--- src/rtl/lbvs_pkg.sv ---
`timescale 1ns / 1ps
`default_nettype none

package lbvs_pkg;

  // Item codes on the mode field.
  localparam logic MODE_LOAD      = 1'b0;
  localparam logic MODE_INFLUENCE = 1'b1;

  localparam int unsigned MAT_ELEMS = 12;
  localparam int unsigned POS_W     = 32;
  localparam int unsigned ELEM_W    = 32;
  localparam int unsigned WEIGHT_W  = 17;
  localparam int unsigned JOINT_W   = 7;
  localparam int unsigned EIDX_W    = 4;

  // Sequencer counter: reads go out on counts 0..NUM_READS-1, the last row
  // reaches its accumulator on count RUN_LAST.
  localparam int unsigned NUM_READS = 12;
  localparam int unsigned RUN_LAST  = 16;
  localparam int unsigned CNT_W     = 5;

  // Column that holds the translation term of a matrix row.
  localparam logic [1:0] COL_TRANS = 2'd3;

  typedef enum logic [1:0] {
    ST_IDLE,
    ST_RUN,
    ST_FINISH
  } state_e;

  typedef struct packed {
    logic       load;    // latch an influence request
    logic       wr;      // write one matrix element
    logic       rd;      // read one matrix element
    logic [1:0] col;     // column of the element read
    logic [1:0] row;     // row of the element read
    logic       finish;  // round the sums into the output register and clear
  } dp_cmd_t;

endpackage

`default_nettype wire

--- src/rtl/lbvs_ctrl.sv ---
`timescale 1ns / 1ps
`default_nettype none

module lbvs_ctrl (
  input  wire logic              clk_i,
  input  wire logic              rst_ni,
  input  wire logic              in_valid_i,
  output logic                   in_stall_o,
  input  wire logic              mode_i,
  input  wire logic              last_influence_i,
  output logic                   out_valid_o,
  input  wire logic              out_stall_i,
  output lbvs_pkg::dp_cmd_t      cmd_o
);
  import lbvs_pkg::*;

  state_e           state_q, state_d;
  logic [CNT_W-1:0] cnt_q, cnt_d;
  logic             last_q, last_d;
  logic             out_valid_q, out_valid_d;

  always_ff @(posedge clk_i or negedge rst_ni) begin
    if (!rst_ni) begin
      state_q     <= ST_IDLE;
      cnt_q       <= '0;
      last_q      <= 1'b0;
      out_valid_q <= 1'b0;
    end else begin
      state_q     <= state_d;
      cnt_q       <= cnt_d;
      last_q      <= last_d;
      out_valid_q <= out_valid_d;
    end
  end

  always_comb begin
    state_d     = state_q;
    cnt_d       = cnt_q;
    last_d      = last_q;
    out_valid_d = out_valid_q && out_stall_i;
    cmd_o       = '0;
    unique case (state_q)
      ST_IDLE: begin
        if (in_valid_i) begin
          if (mode_i == MODE_INFLUENCE) begin
            cmd_o.load = 1'b1;
            last_d     = last_influence_i;
            cnt_d      = '0;
            state_d    = ST_RUN;
          end else begin
            cmd_o.wr = 1'b1;
          end
        end
      end
      ST_RUN: begin
        if (cnt_q < CNT_W'(NUM_READS)) begin
          cmd_o.rd  = 1'b1;
          cmd_o.col = cnt_q[1:0];
          cmd_o.row = cnt_q[3:2];
        end
        if (cnt_q == CNT_W'(RUN_LAST)) begin
          state_d = last_q ? ST_FINISH : ST_IDLE;
        end else begin
          cnt_d = cnt_q + 1'b1;
        end
      end
      ST_FINISH: begin
        // The sums may only move into the output register once it is free.
        if (!out_valid_q || !out_stall_i) begin
          cmd_o.finish = 1'b1;
          out_valid_d  = 1'b1;
          state_d      = ST_IDLE;
        end
      end
      default: begin
        state_d = ST_IDLE;
      end
    endcase
  end

  assign in_stall_o  = (state_q != ST_IDLE);
  assign out_valid_o = out_valid_q;

endmodule

`default_nettype wire

--- config.mk ---
export PLATFORM = sky130hd
export DESIGN_NAME = lbvs_ctrl
export DESIGN_NICKNAME = d
export VERILOG_FILES = /design/src/rtl/lbvs_pkg.sv /design/src/rtl/lbvs_ctrl.sv
export SDC_FILE = /design/constraint.sdc
export NUM_CORES = 1
export LEC_CHECK = 0
export BUFFER_PORTS_ARGS = -buffer_cell sky130_fd_sc_hd__buf_2
export CORE_UTILIZATION = 30
export CTS_BUF_LIST = sky130_fd_sc_hd__clkbuf_8 sky130_fd_sc_hd__clkbuf_16
export DETAILED_ROUTE_END_ITERATION = 7
export GPL_TIMING_DRIVEN = 0
export SKIP_CTS_REPAIR_TIMING = 1
export SYNTH_ARGS = -nofsm -noshare
export SYNTH_HDL_FRONTEND = slang
export SYNTH_SLANG_ARGS = --single-unit
--- constraint.sdc ---
create_clock -name clk_i -period 1.8 [get_ports clk_i]
set_clock_uncertainty 0.15 [all_clocks]
set_input_delay 0.54 -clock clk_i [delete_from_list [all_inputs] [get_ports clk_i]]
set_output_delay 0.54 -clock clk_i [all_outputs]
set_load 0.05 [all_outputs]
==> results.json, run 1 <==
{
  "ff2ff_setup_slack_ns": 0.19,
  "cts_buffers": 3,
  "antenna_found_initial": 0,
  "clockBufferDepth": 2,
  "dr.pass1.iters": 2,
  "cp_max_fo": 5,
  "ys_ff_latch": 9,
  "area_growth_pct": 56.82,
  "power_per_cell_area_mw_per_mm2": 1974,
  "synthTopCellsByArea": "dfrtp_1, nand4bb_4, ha_1",
  "max_slew_margin_pct": 84.45,
  "hpwlAfterDp_um": 854.9,
  "cellLeakagePower_nw": 0.4028,
  "syn_avg_cell_area_um2": 11.24,
  "post-route-min-period_ns": 2.040,
  "rows": 15,
  "tightestPinTransition_ns": 0.2310,
  "root_buffer": "clkbuf_8",
  "ant_nets": 0,
  "grt.busiest_layer": "met2",
  "antennaDiodeCount": 0,
  "vdd_ir_drop_max_mv": 0.8823,
  "synth-seq-area-share_pct": 40.91,
  "cts_tree": "done",
  "p_int_mw": 0.9336,
  "yosys_warnings": 0,
  "synth_fp_nets": 57,
  "drive_gt1_share_pct": 57.75,
  "grtUsageMet3_pct": 3.600,
  "drtIter0Drc": 3,
  "power_mw": 1.704,
  "p_clk_share_pct": 12.7,
  "gp_congestion": 0.7129,
  "finalCritPeriodShare_pct": 113.3,
  "nets": 80,
  "clkSinkCount": 9,
  "p_comb_share_pct": 64.3,
  "synth_top_area_share_pct": 40.91,
  "whs_ns": 0.006511,
  "power_switching_mw": 0.7703,
  "worst_r2r_startpoint": "cnt_q[0]",
  "clkLatencyLatePin_ns": 0.22,
  "grt_pass1_wl_um": 1766,
  "tns_ns": -1.312,
  "fp.dieH_um": 44.84,
  "placed_area_um2": 716.9,
  "violations": "negative setup slack",
  "setup_violations": 7,
  "fp.dieW_um": 44.84,
  "worst_slack_ns": -0.2400,
  "cp.required_ns": 1.11,
  "start_util_pct": 31.88,
  "use_met1_pct": 15.23,
  "core_mm2": 0.001727,
  "max_clock_freq_mhz": 490.2,
  "endpoint_kind": "output pin",
  "drc": 0,
  "synth_cells": 49,
  "path_class": "flip-flop to output pin",
  "dieArea_mm2": 0.002010,
  "layout_commonest_cell": "buf_2",
  "final_cell_mix": "buf_2, dfrtp_1, buf_6",
  "pwr-share-seq_pct": 23.0,
  "syn-cell-area_um2": 550.5,
  "gr-total-overflow": 0,
  "grt.total_usage_pct": 12.75,
  "post-place-ws_ns": -0.1793,
  "wire_per_inst_um": 11.46,
  "port-buffer-count": 15,
  "pin_count": 16,
  "stdcell_area_um2": 863.3,
  "status": "finished, violations left",
  "met2_usage_pct": 19.71,
  "avgViaCountPerCell": 4.563,
  "hold_violations": 0,
  "r2r-end": "cnt_q[2]",
  "cp-start-kind": "flip-flop",
  "maxCapViolCount": 0,
  "swShare_pct": 45.21,
  "grt_pass1_vias": 400,
  "detail_route.wirelength_um": 1100,
  "grt_max_degree": 10,
  "cts.clk_slew.worst_paths_ns": 0.04,
  "hold_path_class": "input port to async pin",
  "htreeDepth": 1,
  "synthDistinctLibCells": 29,
  "yosys.area.top_type": "dfrtp_1",
  "detailroute.via_count": 438,
  "cp_data_arrival_time_ns": 1.35,
  "maxSlewViolCount": 0,
  "rsz0062_at_grt": "true",
  "r2r_cells": 5
}
-- worst max path at each step --
stage                     to  depth (start not counted)       start
detailed placement  cmd_o[2]                          4  state_q[1]
floorplan           cmd_o[2]                          3  state_q[1]
global route        cmd_o[4]                          4  state_q[1]
finish              cmd_o[4]                          4  state_q[1]
CTS                 cmd_o[2]                          4  state_q[1]
global placement    cmd_o[4]                          4  state_q[1]
-- cell usage after synthesis --
library cell / number
nor2_1: 1
and4_4: 1
ha_1: 2
and2b_1: 1
nand2_1: 3
a22o_1: 2
xnor2_1: 1
a21oi_4: 1
inv_2: 1
mux2_2: 1
nor4_1: 2
nand2b_1: 2
and4bb_2: 1
nand3_1: 2
buf_6: 1
nor3_1: 1
and4bb_1: 1
mux2_1: 1
a21oi_1: 1
o21ai_1: 1
nor3b_1: 1
inv_1: 3
nand4bb_4: 1
dfrtp_1: 9
o211a_1: 1
a211o_1: 2
and2_1: 3
a211oi_2: 1
or2_1: 1
-- flip-flops by register name, indices dropped and copies added, names as in the netlist --
signal	cells
state_q	2
cnt_q	5
out_valid_o	1
last_q	1
-- routing by layer --
metal	share of wire, %	vias to the layer above
li1	-	220
met1	44	210
met2	54	6
met3	0.55	2
met4	1.3	0
met5	0	-
-- stage by stage --
step / cells / util, %
6_report: 96 / 50.00
5_1_grt: 96 / 50.00
4_1_cts: 93 / 44.13
3_5_place_dp: 89 / 41.52
3_3_place_gp: 89 / 41.52
2_1_floorplan: 49 / -
-- power groups by stage --
stage,logic [mW],clock network [mW],registers [mW]
3_3_place_gp,0.917,0,0.382
6_report,1.10,0.216,0.391
2_1_floorplan,0.780,0,0.366
3_5_place_dp,0.928,0,0.385
4_1_cts,0.929,0.227,0.382
5_1_grt,1.18,0.243,0.407
-- layout make-up --
cell class | instances | area (um^2)
buffer | 1 | 11.26
clock buffer | 3 | 41.29
clock inverter | 1 | 3.754
fill | 163 | 863.3
inverter | 4 | 17.52
multi-input combinational | 35 | 366.6
sequential | 9 | 229.0
tap | 25 | 31.28
timing repair buffer | 18 | 162.7
-- critical path, cell delays in order, from the launching register on --
cell,delay (ns)
dfrtp_1,0.40
nand2b_4,0.18
a211oi_4,0.21
and2_4,0.20
buf_8,0.14
-- cells by family (layout without fill, tap and decap cells) --
group / count (synthesis) / in the layout / share of synthesized area [%]
compound gates: 9 / 9 / 15.23
xor+xnor: 1 / 1 / 1.591
fa+ha+maj: 2 / 2 / 4.545
buf+inv: 5 / 27 / 4.772
flops: 9 / 9 / 40.91
mux: 2 / 2 / 4.091
simple gates: 21 / 21 / 28.86
(Power assumes the default switching activity.)
==> run 2: changes to the inputs <==
- CORE_UTILIZATION: 30 -> 40
- CTS_CLUSTER_DIAMETER: default -> 120
==> results.json, run 2 (same netlist as run 1, synthesis figures left out) <==
{
  "status": "finished, violations left",
  "violations": "negative hold slack, negative setup slack",
  "htreeDepth": 1,
  "cts.clk_slew.worst_paths_ns": 0.05,
  "cp_num_buf_inv": 1,
  "start_util_pct": 42.84,
  "cp_max_fo": 5,
  "tightestPinTransition_ns": 0.2623,
  "antennaDiodeCount": 0,
  "hold_path_class": "input port to async pin",
  "maxSlewViolCount": 0,
  "rows": 13,
  "cpPeakStageDelay_ns": 0.41,
  "gr-total-overflow": 0,
  "stdcell_area_um2": 844.6,
  "maxCapViolCount": 0,
  "grt_pass1_vias": 365,
  "drtIter0Drc": 6,
  "drc": 0,
  "multi_input_area_um2": 359.1,
  "cts_tree": "done",
  "endpoint_kind": "output pin",
  "vdd_ir_drop_max_mv": 1.417,
  "area_growth_pct": 53.41,
  "avgViaCountPerCell": 5.118,
  "worst_r2r_startpoint": "cnt_q[0]",
  "final_util_pct": 65.73,
  "r2r_cells": 5,
  "rsz0062_at_grt": "true",
  "finalCritPeriodShare_pct": 116.2,
  "grt.total_usage_pct": 17.25,
  "detail_route.wirelength_um": 1099,
  "clkSinkCount": 9,
  "pin_count": 16,
  "worst_slack_ns": -0.2913,
  "cp_data_arrival_time_ns": 1.40,
  "dieArea_mm2": 0.001529,
  "cp.depth": 4,
  "root_buffer": "clkbuf_8",
  "cp_top_family": "flip-flops",
  "hpwlAfterDp_um": 766.9,
  "max_clock_freq_mhz": 478.2,
  "cts_buffers": 3,
  "wire_per_inst_um": 12.93,
  "ff2ff_setup_slack_ns": 0.22,
  "placed_area_um2": 704.4,
  "clockBufferDepth": 2,
  "seq_area_um2": 229.0,
  "core_mm2": 0.001285,
  "antenna_found_initial": 0,
  "path_class": "flip-flop to output pin",
  "cp.required_ns": 1.11,
  "top_regs": "cnt_q: 5 flops, state_q: 2 flops",
  "cp-start-kind": "flip-flop",
  "whs_ns": -0.008490,
  "detailroute.via_count": 435,
  "max_slew_margin_pct": 82.35,
  "r2r-end": "cnt_q[2]",
  "fp.dieW_um": 39.10,
  "fp.dieH_um": 39.10,
  "grt_max_degree": 10,
  "grt_pass1_wl_um": 1628,
  "dr.pass1.iters": 2,
  "tns_ns": -1.735,
  "nets": 79,
  "post-route-min-period_ns": 2.091,
  "regMostFlops": "cnt_q",
  "hold_violations": 9,
  "critPathSlowestCell": "dfrtp_1",
  "fill_cells": 103,
  "power_per_cell_area_mw_per_mm2": 2082,
  "port-buffer-count": 15,
  "setup_violations": 9,
  "crit_chain": "nand2b_4, a211oi_4, and2_4, buf_8",
  "power_mw": 1.758,
  "clkLatencyLatePin_ns": 0.24,
  "placed_cells": 79,
  "ant_nets": 0,
  "final_cells": 85,
  "largest_reg_flops": 5,
  "gp_congestion": 0.7686,
  "drive_gt1_share_pct": 55.71,
  "final_cell_mix": "dfrtp_1, buf_2, buf_6, buf_8",
  "cellLeakagePower_nw": 0.3921
}
==> run 2: power breakdown <==
| part | switching, mW | leakage, nW | total, mW | internal (mW) |
|---|---|---|---|---|
| Combinational | 0.604 | 0.258 | 1.13 | 0.528 |
| Clock | 0.0879 | 0.0255 | 0.239 | 0.151 |
| Sequential | 0.101 | 0.109 | 0.386 | 0.285 |
| Total | 0.793 | 0.392 | 1.76 | 0.965 |
==> run 2: worst reg2reg max path, cell delays in order, from the launching register on <==
cell and delay [ns]:
dfrtp_1 0.42, inv_1 0.08, ha_1 0.21, nand4bb_4 0.14
and4_4 0.21, a211o_1 0.26
==> run 2: routing by layer <==
metal  global-route usage [%]  vias up  part of all wire (%)
li1                         -      222                     -
met1                    22.63      203                    48
met5                        0        -                     0
met4                    10.34        0                   1.0
met2                    23.33        8                    46
met3                    6.936        2                   4.6
==> run 2: worst max-delay path by stage <==
stage / endpoint / from / slack [ns]
after floorplan: cmd_o[2] / state_q[1] / -0.39
after global placement: cmd_o[4] / state_q[1] / -0.18
after detailed placement: cmd_o[3] / state_q[1] / -0.18
after CTS: cmd_o[3] / state_q[1] / -0.45
after global routing: cmd_o[4] / state_q[1] / -0.34
final: cmd_o[3] / state_q[1] / -0.29
==> run 2: final cells by class <==
class / instances / share of cell area [%]
clock inverters: 1 / 0.5926
inverters: 4 / 1.778
multi-input cells: 35 / 42.52
flip-flops and latches: 9 / 27.11
clock buffers: 3 / 4.889
plain buffers: 1 / 1.333
well taps: 15 / 2.222
repair buffers: 17 / 19.56
==> run 2: metrics by stage <==
step / setup WS (ns) / hold WS, ns
after floorplan: -0.3901 / 0.09441
after global placement: -0.1838 / 0.2534
after detailed placement: -0.1808 / 0.2484
after CTS: -0.4488 / -0.004347
after global routing: -0.3422 / 0.007689
final: -0.2913 / -0.008490
==> run 3: changes to the inputs <==
- PLACE_DENSITY: default -> 0.67
==> results.json, run 3 (same netlist as run 1, synthesis figures left out) <==
{
  "cpPeakStageDelay_ns": 0.43,
  "grt_pass1_wl_um": 1587,
  "hold_path_class": "input port to async pin",
  "cts.clk_slew.worst_paths_ns": 0.05,
  "power_mw": 1.702,
  "detail_route.wirelength_um": 1042,
  "cts_tree": "done",
  "hold_violations": 9,
  "critPathSlowestCell": "dfrtp_2",
  "worst_slack_ns": -0.2332,
  "status": "finished, violations left",
  "htreeDepth": 1,
  "antenna_found_initial": 0,
  "vdd_ir_drop_max_mv": 1.030,
  "stdcell_area_um2": 859.6,
  "drive_gt1_share_pct": 56.94,
  "endpoint_kind": "output pin",
  "max_clock_freq_mhz": 491.8,
  "detailroute.via_count": 444,
  "top_regs": "cnt_q: 5 flops, state_q: 2 flops",
  "drtIter0Drc": 10,
  "layout_commonest_cell": "buf_2",
  "clockBufferDepth": 2,
  "cp-start-kind": "flip-flop",
  "maxCapViolCount": 0,
  "root_buffer": "clkbuf_8",
  "core_mm2": 0.001285,
  "placed_area_um2": 704.4,
  "cp.required_ns": 1.11,
  "cellLeakagePower_nw": 0.4090,
  "whs_ns": -0.009464,
  "rows": 13,
  "fp.dieH_um": 39.10,
  "clkSinkCount": 9,
  "violations": "negative hold slack, negative setup slack",
  "grt_pass1_vias": 367,
  "tightestPinTransition_ns": 0.2434,
  "ant_nets": 0,
  "drc": 0,
  "gr-total-overflow": 0,
  "fp.dieW_um": 39.10,
  "antennaDiodeCount": 0,
  "setup_violations": 9,
  "wire_per_inst_um": 11.98,
  "maxSlewViolCount": 0,
  "clkLatencyLatePin_ns": 0.24,
  "post-route-min-period_ns": 2.033,
  "max_slew_margin_pct": 83.72,
  "grt_max_degree": 10,
  "area_growth_pct": 56.14,
  "cts_buffers": 3,
  "final_cell_mix": "buf_2, dfrtp_1, buf_6",
  "rsz0062_at_grt": "true",
  "start_util_pct": 42.84,
  "hpwlAfterDp_um": 757.2,
  "port-buffer-count": 15,
  "path_class": "flip-flop to output pin",
  "cp_data_arrival_time_ns": 1.34,
  "cp_max_fo": 5,
  "dr.pass1.iters": 4,
  "avgViaCountPerCell": 5.103,
  "fill_cells": 99,
  "nets": 81,
  "crit_chain": "or2_1, nor3b_4, buf_6",
  "grt.total_usage_pct": 16.44,
  "finalCritPeriodShare_pct": 113.0,
  "pin_count": 16,
  "regMostFlops": "cnt_q",
  "gp_congestion": 0.7427,
  "largest_reg_flops": 5,
  "dieArea_mm2": 0.001529,
  "power_per_cell_area_mw_per_mm2": 1980
}
## run 3: changes by cell type in the layout (fill, tap and decap cells not counted), sizes merged
cell    before  now
buf         18   20
clkinv       1    0
inv          4    5
## run 3: metal layers
layer  share of wire (%)  up-vias  GRT usage, %
met4                 1.2        0         10.34
met5                   0        -             0
met2                  49       10         22.50
met1                  45      208         20.86
met3                 4.7        2         6.936
li1                    -      224             -
## run 3: critical path, delay by kind of cell (launching register included)
kind / cells / cell delay [ns]
DFF: 1 / 0.43
buffers and inverters: 1 / 0.18
and+or+nand+nor: 2 / 0.49
## run 3: per-stage QoR
stage               TNS (ns)  instances  setup WS, ns  utilization [%]
global placement     -0.7142         79       -0.1588            54.82
floorplan             -1.605         49       -0.3901                -
finish                -1.343         87       -0.2332            66.89
detailed placement   -0.7820         79       -0.1749            54.82
global route          -1.864         87       -0.3003            66.89
CTS                   -2.683         83       -0.4361            58.33
## run 3: final timing paths
kind                       slack, ns  depth (start not counted)    endpoint       start
max                            -0.23                          3    cmd_o[6]  state_q[0]
min                           -0.009                          1    cnt_q[1]      rst_ni
max reg2reg                     0.24                          5    cnt_q[2]    cnt_q[0]
min reg2reg                     0.35                          1      last_q      last_q
max in group asynchronous       1.31                          1  state_q[0]      rst_ni
min in group clk_i              0.35                          1      last_q      last_q
## run 3: power breakdown
group / internal [mW] / switching, mW / total [mW]
Sequential: 0.286 / 0.0988 / 0.384
Combinational: 0.504 / 0.583 / 1.09
Clock: 0.149 / 0.0825 / 0.231
Total: 0.938 / 0.764 / 1.70
## run 3: cell type report
| class | instances | area (um^2) | share of cell area, % |
|---|---|---|---|
| inverter | 4 | 15.01 | 1.747 |
| clock inverter | 1 | 3.754 | 0.4367 |
| multi-input combinational | 35 | 370.4 | 43.09 |
| sequential | 9 | 229.0 | 26.64 |
| tap | 15 | 18.77 | 2.183 |
| timing repair buffer | 19 | 170.2 | 19.80 |
| buffer | 1 | 11.26 | 1.310 |
| clock buffer | 3 | 41.29 | 4.803 |
